`src/hdl/rsdp_pkg.sv`:
```
// ----------------------------------------------------------------------------
// rsdp_pkg
// shared codes and controller/datapath signal groups for the ring stack
// ----------------------------------------------------------------------------
package rsdp_pkg;

    localparam logic [1:0] CMD_PUSH = 2'd0;
    localparam logic [1:0] CMD_POP  = 2'd1;
    localparam logic [1:0] CMD_RUN  = 2'd2;

    localparam logic [1:0] STAT_OK    = 2'd0;
    localparam logic [1:0] STAT_EMPTY = 2'd1;
    localparam logic [1:0] STAT_FULL  = 2'd2;

    typedef struct packed {
        logic start;
        logic flag_full;
        logic flag_empty;
        logic push;
        logic load_run;
        logic drop;
        logic take_rd;
        logic zero_top;
        logic out_load;
    } ctrl_t;

    typedef struct packed {
        logic [1:0] cmd;
        logic       empty;
        logic       full;
        logic       last;
        logic       match;
        logic       out_free;
    } stat_t;

endpackage

```
`src/hdl/rsdp_cmd_if.sv`:
```
// ----------------------------------------------------------------------------
// rsdp_cmd_if
// command channel: valid/ready with command code and push value
// ----------------------------------------------------------------------------
interface rsdp_cmd_if #(
    parameter int DATA_WIDTH = 32
);
    logic                         valid;
    logic                         ready;
    logic [1:0]                   command;
    logic signed [DATA_WIDTH-1:0] push_value;

    modport source (output valid, output command, output push_value, input ready);
    modport sink   (input valid, input command, input push_value, output ready);
endinterface

```
`src/hdl/rsdp_rsp_if.sv`:
```
// ----------------------------------------------------------------------------
// rsdp_rsp_if
// result channel: valid/ready with status, counts and top value
// ----------------------------------------------------------------------------
interface rsdp_rsp_if #(
    parameter int DATA_WIDTH = 32,
    parameter int CNT_W      = 7
);
    logic                         valid;
    logic                         ready;
    logic [1:0]                   status;
    logic [CNT_W-1:0]             element_count;
    logic signed [DATA_WIDTH-1:0] top_value;
    logic [CNT_W-1:0]             removed_count;

    modport source (output valid, output status, output element_count,
                    output top_value, output removed_count, input ready);
    modport sink   (input valid, input status, input element_count,
                    input top_value, input removed_count, output ready);
endinterface

```
`src/hdl/rsdp_datapath.sv`:
```
// ----------------------------------------------------------------------------
// rsdp_datapath
// element memory, top pointer, count, run value and result register
// ----------------------------------------------------------------------------
module rsdp_datapath #(
    parameter int DEPTH      = 64,
    parameter int DATA_WIDTH = 32,
    parameter int AW         = 6,
    parameter int CW         = 7
) (
    input  logic                  clk,
    input  logic                  rst_n,
    input  logic [1:0]            command,
    input  logic [DATA_WIDTH-1:0] push_value,
    input  rsdp_pkg::ctrl_t       ctrl,
    output rsdp_pkg::stat_t       stat,
    input  logic                  out_ready,
    output logic                  out_valid,
    output logic [1:0]            out_status,
    output logic [CW-1:0]         out_count,
    output logic [DATA_WIDTH-1:0] out_top,
    output logic [CW-1:0]         out_removed
);

    logic [DATA_WIDTH-1:0] mem [DEPTH];
    logic [DATA_WIDTH-1:0] rd_data_reg;

    logic [AW-1:0]         top_reg, top_next, top_dec, top_inc;
    logic [CW-1:0]         count_reg, count_next;
    logic [CW-1:0]         removed_reg, removed_next;
    logic [1:0]            status_reg, status_next;
    logic [DATA_WIDTH-1:0] top_val_reg, top_val_next;
    logic [DATA_WIDTH-1:0] run_val_reg;
    logic                  out_valid_reg;
    logic [1:0]            out_status_reg;
    logic [CW-1:0]         out_count_reg;
    logic [DATA_WIDTH-1:0] out_top_reg;
    logic [CW-1:0]         out_removed_reg;

    assign top_dec = (top_reg == '0) ? AW'(DEPTH - 1) : top_reg - AW'(1);
    assign top_inc = (top_reg == AW'(DEPTH - 1)) ? '0 : top_reg + AW'(1);

    always_comb
    begin
        top_next     = top_reg;
        count_next   = count_reg;
        removed_next = ctrl.start ? '0 : removed_reg;
        status_next  = status_reg;
        top_val_next = top_val_reg;
        if (ctrl.start)
        begin
            if (ctrl.flag_full)
                status_next = rsdp_pkg::STAT_FULL;
            else if (ctrl.flag_empty)
                status_next = rsdp_pkg::STAT_EMPTY;
            else
                status_next = rsdp_pkg::STAT_OK;
        end
        if (ctrl.push)
        begin
            top_next     = top_dec;
            count_next   = count_reg + CW'(1);
            top_val_next = push_value;
        end
        if (ctrl.drop)
        begin
            top_next     = top_inc;
            count_next   = count_reg - CW'(1);
            removed_next = removed_next + CW'(1);
        end
        if (ctrl.take_rd)
            top_val_next = rd_data_reg;
        if (ctrl.zero_top)
            top_val_next = '0;
    end

    always_ff @(posedge clk)
    begin
        if (ctrl.push)
            mem[top_dec] <= push_value;
        rd_data_reg <= mem[top_reg];
    end

    always_ff @(posedge clk)
    begin
        if (ctrl.load_run)
            run_val_reg <= top_val_reg;
        if (ctrl.out_load)
        begin
            out_status_reg  <= status_reg;
            out_count_reg   <= count_reg;
            out_top_reg     <= top_val_reg;
            out_removed_reg <= removed_reg;
        end
    end

    always_ff @(posedge clk or negedge rst_n)
    begin
        if (!rst_n)
        begin
            top_reg       <= '0;
            count_reg     <= '0;
            removed_reg   <= '0;
            status_reg    <= rsdp_pkg::STAT_OK;
            top_val_reg   <= '0;
            out_valid_reg <= 1'b0;
        end
        else
        begin
            top_reg     <= top_next;
            count_reg   <= count_next;
            removed_reg <= removed_next;
            status_reg  <= status_next;
            top_val_reg <= top_val_next;
            if (ctrl.out_load)
                out_valid_reg <= 1'b1;
            else if (out_ready)
                out_valid_reg <= 1'b0;
        end
    end

    assign stat.cmd      = command;
    assign stat.empty    = (count_reg == '0);
    assign stat.full     = (count_reg == CW'(DEPTH));
    assign stat.last     = (count_reg == CW'(1));
    assign stat.match    = (rd_data_reg == run_val_reg);
    assign stat.out_free = !out_valid_reg || out_ready;

    assign out_valid   = out_valid_reg;
    assign out_status  = out_status_reg;
    assign out_count   = out_count_reg;
    assign out_top     = out_top_reg;
    assign out_removed = out_removed_reg;

endmodule

```
`src/hdl/rsdp_ctrl.sv`:
```
// ----------------------------------------------------------------------------
// rsdp_ctrl
// command sequencer: accepts a command, walks pops, hands off the result
// ----------------------------------------------------------------------------
module rsdp_ctrl (
    input  logic            clk,
    input  logic            rst_n,
    input  logic            in_valid,
    output logic            in_ready,
    input  rsdp_pkg::stat_t stat,
    output rsdp_pkg::ctrl_t ctrl
);

    typedef enum logic [3:0] {
        ST_IDLE  = 4'b0001,
        ST_READ  = 4'b0010,
        ST_CHECK = 4'b0100,
        ST_DONE  = 4'b1000
    } state_t;

    state_t state_reg, state_next;
    logic   run_reg, run_next;

    always_comb
    begin
        ctrl       = '0;
        state_next = state_reg;
        run_next   = run_reg;
        in_ready   = 1'b0;
        case (state_reg)
            ST_IDLE:
            begin
                in_ready = 1'b1;
                if (in_valid)
                begin
                    ctrl.start = 1'b1;
                    state_next = ST_DONE;
                    run_next   = (stat.cmd == rsdp_pkg::CMD_RUN);
                    if (stat.cmd == rsdp_pkg::CMD_PUSH)
                    begin
                        if (stat.full)
                            ctrl.flag_full = 1'b1;
                        else
                            ctrl.push = 1'b1;
                    end
                    else if (stat.cmd inside {rsdp_pkg::CMD_POP, rsdp_pkg::CMD_RUN})
                    begin
                        if (stat.empty)
                            ctrl.flag_empty = 1'b1;
                        else
                        begin
                            ctrl.drop     = 1'b1;
                            ctrl.load_run = 1'b1;
                            if (stat.last)
                                ctrl.zero_top = 1'b1;
                            else
                                state_next = ST_READ;
                        end
                    end
                end
            end
            ST_READ:
            begin
                state_next = ST_CHECK;
            end
            ST_CHECK:
            begin
                if (run_reg && stat.match)
                begin
                    ctrl.drop = 1'b1;
                    if (stat.last)
                    begin
                        ctrl.zero_top = 1'b1;
                        state_next    = ST_DONE;
                    end
                    else
                        state_next = ST_READ;
                end
                else
                begin
                    ctrl.take_rd = 1'b1;
                    state_next   = ST_DONE;
                end
            end
            ST_DONE:
            begin
                if (stat.out_free)
                begin
                    ctrl.out_load = 1'b1;
                    state_next    = ST_IDLE;
                end
            end
            default:
            begin
                state_next = ST_IDLE;
            end
        endcase
    end

    always_ff @(posedge clk or negedge rst_n)
    begin
        if (!rst_n)
        begin
            state_reg <= ST_IDLE;
            run_reg   <= 1'b0;
        end
        else
        begin
            state_reg <= state_next;
            run_reg   <= run_next;
        end
    end

endmodule

```
`src/hdl/ring_stack_with_dup_pop_unit.sv`:
```
// ----------------------------------------------------------------------------
// ring_stack_with_dup_pop_unit
// lifo stack in a ring memory with push, pop and pop of an equal run
// ----------------------------------------------------------------------------
// request channel carries a command (push, pop, pop run) and a push value;
// response channel returns one result per command: status, element count,
// top value (zero when empty) and the number of elements removed.
// one command is in work at a time; request.ready is high while idle.
// push, a dropped push, an ignored pop, a pop of the last element and the
// unused code go straight to the result. any other pop reads the new top
// through the read and check states; a run pop repeats read and check,
// dropping each equal element, until one differs or the stack empties.
// each step below the top is one registered read of the element memory
// and one compare.
// the result sits in an output register, so the next command is taken
// while a result waits; a stalled receiver holds the following result
// back until the register frees.
// reset clears pointer, count and the output valid flag; the element
// memory is not cleared, only entries that were pushed are read.
// ----------------------------------------------------------------------------
module ring_stack_with_dup_pop_unit #(
    parameter int DEPTH      = 64,
    parameter int DATA_WIDTH = 32
) (
    input  logic       clk,
    input  logic       rst_n,
    rsdp_cmd_if.sink   request,
    rsdp_rsp_if.source response
);

    localparam int AW = $clog2(DEPTH);
    localparam int CW = $clog2(DEPTH + 1);

    rsdp_pkg::ctrl_t       ctrl;
    rsdp_pkg::stat_t       stat;
    logic [DATA_WIDTH-1:0] out_top;

    rsdp_ctrl u_ctrl (
        .clk      (clk),
        .rst_n    (rst_n),
        .in_valid (request.valid),
        .in_ready (request.ready),
        .stat     (stat),
        .ctrl     (ctrl)
    );

    rsdp_datapath #(
        .DEPTH      (DEPTH),
        .DATA_WIDTH (DATA_WIDTH),
        .AW         (AW),
        .CW         (CW)
    ) u_datapath (
        .clk         (clk),
        .rst_n       (rst_n),
        .command     (request.command),
        .push_value  (request.push_value),
        .ctrl        (ctrl),
        .stat        (stat),
        .out_ready   (response.ready),
        .out_valid   (response.valid),
        .out_status  (response.status),
        .out_count   (response.element_count),
        .out_top     (out_top),
        .out_removed (response.removed_count)
    );

    assign response.top_value = out_top;

endmodule
```
`src/flat_wrapper.sv`:
```
// flat-port wrapper written by rule: the top's interface ports become plain ports
module ring_stack_with_dup_pop_unit_flat 
#(
    parameter int DEPTH      = 64,
    parameter int DATA_WIDTH = 32
)
  (clk, rst_n, request_valid, request_command, request_push_value, request_ready, response_valid, response_status, response_element_count, response_top_value, response_removed_count, response_ready);
  rsdp_cmd_if #(.DATA_WIDTH(DATA_WIDTH)) request_i ();
  rsdp_rsp_if #(.DATA_WIDTH(DATA_WIDTH)) response_i ();
  input  logic clk;
  input  logic rst_n;
  input wire logic [$bits(request_i.valid)-1:0] request_valid;
  input wire logic [$bits(request_i.command)-1:0] request_command;
  input wire logic [$bits(request_i.push_value)-1:0] request_push_value;
  output wire logic [$bits(request_i.ready)-1:0] request_ready;
  output wire logic [$bits(response_i.valid)-1:0] response_valid;
  output wire logic [$bits(response_i.status)-1:0] response_status;
  output wire logic [$bits(response_i.element_count)-1:0] response_element_count;
  output wire logic [$bits(response_i.top_value)-1:0] response_top_value;
  output wire logic [$bits(response_i.removed_count)-1:0] response_removed_count;
  input wire logic [$bits(response_i.ready)-1:0] response_ready;
  assign request_i.valid = request_valid;
  assign request_i.command = request_command;
  assign request_i.push_value = request_push_value;
  assign request_ready = request_i.ready;
  assign response_valid = response_i.valid;
  assign response_status = response_i.status;
  assign response_element_count = response_i.element_count;
  assign response_top_value = response_i.top_value;
  assign response_removed_count = response_i.removed_count;
  assign response_i.ready = response_ready;
  ring_stack_with_dup_pop_unit #(.DEPTH(DEPTH), .DATA_WIDTH(DATA_WIDTH)) u_core (.clk(clk), .rst_n(rst_n), .request(request_i), .response(response_i));
endmodule
```
`config.mk`:
```
export PLATFORM = sky130hd
export DESIGN_NAME = ring_stack_with_dup_pop_unit_flat
export DESIGN_NICKNAME = d
export VERILOG_FILES = /design/src/hdl/rsdp_pkg.sv /design/src/hdl/rsdp_cmd_if.sv /design/src/hdl/rsdp_rsp_if.sv /design/src/hdl/rsdp_datapath.sv /design/src/hdl/rsdp_ctrl.sv /design/src/hdl/ring_stack_with_dup_pop_unit.sv /design/src/flat_wrapper.sv
export SDC_FILE = /design/constraint.sdc
export NUM_CORES = 2
export LEC_CHECK = 0
export BUFFER_PORTS_ARGS = -buffer_cell sky130_fd_sc_hd__buf_2
export CAP_MARGIN = 20
export CORE_ASPECT_RATIO = 1.5
export CORE_MARGIN = 2
export CORE_UTILIZATION = 25
export DETAILED_ROUTE_END_ITERATION = 6
export PLACE_DENSITY = 0.46
export SYNTH_ARGS = -nofsm -noshare
export SYNTH_HDL_FRONTEND = slang
export SYNTH_SLANG_ARGS = --single-unit
```
`constraint.sdc`:
```
create_clock -name clk -period 4.2 [get_ports clk]
set_input_delay 0.84 -clock clk [delete_from_list [all_inputs] [get_ports clk]]
set_output_delay 0.84 -clock clk [all_outputs]
set_load 0.05 [all_outputs]
```
# After elaboration in Yosys (flattened, before gate mapping)
# Memory sizes are Yosys's and may differ from the RTL's. A register that Yosys moved wholly into a read port is not among the register bits.
# Index checks and enable logic that the tools add are counted.
[op_classes] eq_ne=12 n_addsub=5 muxes=51 reduce_logical=12
[op_table] operator="32-bit two-way mux" n=3
[op_table] operator="32-bit equality test" n=1
[op_table] operator="6-bit two-way mux" n=5
[op_table] operator="4-bit two-way mux" n=7
[op_table] operator="7-bit two-way mux" n=4
[op_table] operator="1-bit two-way mux" n=24
[op_table] operator="4-bit one-hot mux with 4 select lines" n=1
[op_table] operator="7-bit by 1-bit adder with 7-bit output, second input constant" n=2
[op_table] operator="2-bit two-way mux" n=4
[op_table] operator="7-bit by 1-bit equality test with 1-bit output, second input constant" n=1
[op_table] operator="7-bit equality test, second input constant" n=1
[op_table] operator="7-bit logical NOT" n=1
[op_table] operator="7-bit by 1-bit subtractor with 7-bit output, second input constant" n=1
[op_table] operator="6-bit by 1-bit adder with 6-bit output, second input constant" n=1
[op_table] operator="6-bit equality test, second input constant" n=1
[op_table] operator="6-bit logical NOT" n=1
[op_table] operator="2-bit nonzero test" n=3
[op_table] operator="6-bit by 1-bit subtractor with 6-bit output, second input constant" n=1
[op_table] operator="5-bit two-way mux" n=1
[op_table] operator="4-bit by 1-bit equality test with 1-bit output, second input constant" n=1
[op_table] operator="4-bit by 2-bit equality test with 1-bit output, second input constant" n=1
[op_table] operator="4-bit by 3-bit equality test with 1-bit output, second input constant" n=1
[op_table] operator="4-bit equality test, second input constant" n=1
[op_table] operator="1-bit one-hot mux with 2 select lines" n=2
[op_table] operator="10 further kinds" n=11
[totals] reg_bits=140 ramBits=2048 output_inout_bits=50 in_bits=38 n_memories=1
[memory_table] name="u_core.u_datapath.mem" words=64 word_bits=32 read_ports=1 rd_clocked_by_memory_dff=1 wr=1 line="rsdp_datapath.sv:25" source="logic [DATA_WIDTH-1:0] mem [DEPTH];"

# Logic depth before layout (Yosys ltp)
[logic_depth] ltp_word=9 mapped_depth=12

# By module
# A second synthesis with hierarchy kept.
[hier_totals] hier_cells=4173 hier_area_um2=85280.5
[modules_own_cells] mod="rsdp_datapath" instances=1 cells_each=4132 area_each_um2=84883.9 seq_area_each_um2=65918.2
[modules_own_cells] mod="rsdp_ctrl" instances=1 cells_each=41 area_each_um2=396.6 seq_area_each_um2=126.4

# Worst setup path after synthesis
# OpenSTA, ideal clock, no wires.
[synth_path] path_kind="register to register" startpoint="register u_core.u_ctrl.state_reg[0]" endpoint="memory u_core.u_datapath.mem[25][0], enable pin" stages_incl_launch_ff=9 synth_period_minus_slack_ps=4617 arrival_ps=4196 setup_slack_ps=-417 cell_sequence="dfstp_2 > nor4b_2 > and3_1 > clkbuf_1 > nand2_1 > clkbuf_1 > nor3_1 > nand3_1 > nor2_1"
[synth_via] elab_chain_cells=4
[synth_lines] element="start, declared" line="rsdp_ctrl.sv:21" source="state_t state_reg, state_next;"
[synth_lines] element="start signal, assigned" line="rsdp_ctrl.sv:109" source="state_reg <= state_next;"
[synth_lines] element="4-bit by 1-bit equality test with 1-bit output" line="rsdp_ctrl.sv:30" source="case (state_reg)"
[synth_lines] element="5-bit two-way mux" line="rsdp_ctrl.sv:30"
[synth_lines] element="1-bit two-way mux" line="rsdp_datapath.sv:79" source="if (ctrl.push)"
[synth_lines] element="1-bit two-way mux (implied by the code)" line="rsdp_datapath.sv:80" source="mem[top_dec] <= push_value;"
[synth_lines] element="end, declared" line="rsdp_datapath.sv:25"
# No other way between the ends.

==> results.yml <==
drt:
  ant_nets: 0
  viasPerCell: 4.505
  wl_per_cell_um: 27.00
  top_layer: "met4"
  first_pass_iters: 7
  routed_wirelength_mm: 226.4
  drt_iter0_markers: 2990
  wl_met1_mm: 86.50
  route.met3.wl_mm: 7.102
  dr_total_vias: 37770
  wl_met2_mm: 126.8
  drc: 0
outcome:
  outcome: "finished, final reports clean"
cts:
  cts_buffers: 199
  cts_max_level: 4
  hold_buffers: 1
  clk_pin_slew_ps: 70
  cts_setup_buffers: 0
  ctsResizeCount: 0
  clockBufferDepth: 4
  cts-root-buf: "clkbuf_16"
  clock_sinks: 2220
  cts_tree: "built"
  insertion_delay_ps: 870
critical_path:
  crit_fanout: 99
  worstSetupPathType: "flip-flop to flip-flop"
  cp.required_ps: 4880
  crit_path_start_kind: "flip-flop"
  end_kind: "flip-flop"
  cp.arrival_ps: 4210
finish:
  num-fill-cells: 32500
  postLayoutCoreUtil_pct: 29.35
  syn2layout_area_growth_pct: 16.82
  fin_nets: 3796
  final_cell_mix: "edfxtp_1, mux4_2, clkbuf_16, buf_4, buf_2"
  final_layout_size_suffix_gt1_share_pct: 33.19
  mostFrequentLayoutCell: "edfxtp_1"
  top_register: "u_core.u_datapath.mem"
  largest_reg_flops: 2048
  final_cells: 8384
timing:
  fin_skew_ps: 52.07
  setup_ws_ps: 672.5
  timing.final.crit_share_pct: 83.99
  rsz0062_at_grt: "false"
  tightestPinTransition_ps: 1097
  finalHoldViolations: 0
  finalSetupViolations: 0
  fin_crit_ps: 3528
  slew_headroom_pct: 26.87
  fmax_ghz: 0.2835
  drv_slew: 0
pwr:
  peakVddDrop_v: 0.0004657
  power_leakage_nw: 30.04
  p_comb_share_pct: 25.0
  power_frac_clock_pct: 31.0
  seqPwrFrac_pct: 44.0
  power_mw: 58.66
  power_density_nw_per_um2: 593.7
  switchingPower_mw: 16.57
  p_sw_share_pct: 28.25
  internal-power_mw: 42.09
synth:
  async_flop_share_pct: 2.703
  synth_edf_count: 2128
  ys.flop_type: "edfxtp_1"
  synth-seq-cells: 2220
  yosysWarningCount: 0
  seq_area_frac_synth_pct: 78.09
  synth_nets: 3520
  synth.top_cell.area_share_pct: 75.55
  synth.distinct_cells: 60
  syn_area_um2: 84580
  synth.avg_cell_area_um2: 24.36
  syn_inst: 3472
  synth_top_area_cell: "edfxtp_1"
  synthTopCellsByArea: "edfxtp_1, mux4_2, dfrtp_1, dfxtp_1, clkbuf_1"
grt:
  antenna_found_initial: 29
  grt_use_total_pct: 13.04
  grt_max_degree: 100
  first_global_vias: 40790
  grt_overflow: 0
  grt_pass1_wl_mm: 320.0
floorplanning:
  initial_utilization_pct: 25.12
  core_um2: 336700
  num_rows: 261
  io_pins: 88
  fp.dieH_um: 716.4
  die_w_um: 478.9
  die_area_um2: 343100
job:
  drv_cap: 0
place:
  place_congestion: 0.7392
  dp_slack_ps: 657.8
  io_buffers: 87
  dp_hpwl_mm: 132.2
  dp.cells: 8004
worst_hold_path:
  hold_class: "primary input to flip-flop"
## routing by layer
metal	vias to the layer above	global-route usage (%)
met4	0	3.721
met3	309	1.327
li1	15550	-
met5	-	0
met1	21080	15.15
met2	828	25.06
## path summary, 6_finish.rpt
check,from,slack (ps),to,depth (start not counted)
worst max-delay path,u_core.u_datapath.top_reg[0]$_DFFE_PN0P_,670,u_core.u_datapath.rd_data_reg[28]$_DFF_P_,5
worst min-delay path,response_ready,320,u_core.u_datapath.out_valid$_DFFE_PN0P_,3
worst max register to register,u_core.u_datapath.top_reg[0]$_DFFE_PN0P_,670,u_core.u_datapath.rd_data_reg[28]$_DFF_P_,5
worst min register to register,u_core.u_datapath.status_reg[0]$_DFFE_PN0P_,460,u_core.u_datapath.out_status[0]$_DFFE_PP_,0
max in group asynchronous,rst_n,2620,u_core.u_ctrl.state_reg[0]$_DFFE_PN1P_,3
min in group asynchronous,rst_n,600,u_core.u_datapath.removed_reg[3]$_DFF_PN0_,2
## layout make-up
cell class              instances  area [um2]  area share (%)
diodes                          5       12.51         0.01266
inverters                      11       41.29         0.04179
clock inverters               114       984.7          0.9966
multi-input cells            1055       18130           18.35
clock buffers                 247        5334           5.399
well taps                    4471        5594           5.662
repair buffers                261        2640           2.672
flip-flops and latches       2220       66060           66.86
## critical path, cell delays in order (launching register included)
cell and delay [ps]:
dfrtp_4 430, buf_12 230, buf_12 540, mux4_2 660, mux4_2 570, mux4_2 570
## kinds of logic (layout without fill, tap and decap cells)
logic type	count (synthesis)	after routing	synth area share, %
fa+ha+maj	10	10	0.1479
mux	677	677	17.91
flops	2220	2220	78.09
buf+inv	197	633	1.067
xor+xnor	42	42	0.4349
simple gates	208	208	1.169
other cells	0	5	0
compound gates	118	118	1.182
## Yosys cell counts, types with 6 or more instances
cell,instances
buf_4,22
nand2_1,39
o32a_1,32
nor2_1,85
xor2_1,10
mux4_2,669
o21ai_0,10
edfxtp_1,2128
nand3_1,16
a21oi_1,10
xnor2_1,32
nor3_1,12
nand2b_1,6
dfxtp_1,32
inv_1,10
buf_1,24
ha_1,10
nand4_1,14
and3_1,6
o211a_1,32
nor2b_1,7
clkbuf_1,91
dfrtp_1,59
buf_2,46
## power by group through the flow
stage	Sequential [mW]	Combinational, mW	Clock [mW]
after floorplan	26.0	10.2	0
after global placement	26.3	15.1	0
after detailed placement	26.3	15.1	0
after CTS	25.8	15.1	18.7
after global routing	25.8	15.7	19.4
final	25.8	14.7	18.2
## metrics by stage
stage	instance area, um2	setup TNS (ps)	hold WS, ps
6_report	98800	0	318.8
5_1_grt	98800	0	334.3
4_1_cts	98520	0	238.4
3_5_place_dp	92190	0	445.3
3_3_place_gp	92150	0	438.9
2_1_floorplan	84580	-677560	424.8
Note: power is estimated with default switching activity, not from simulation.
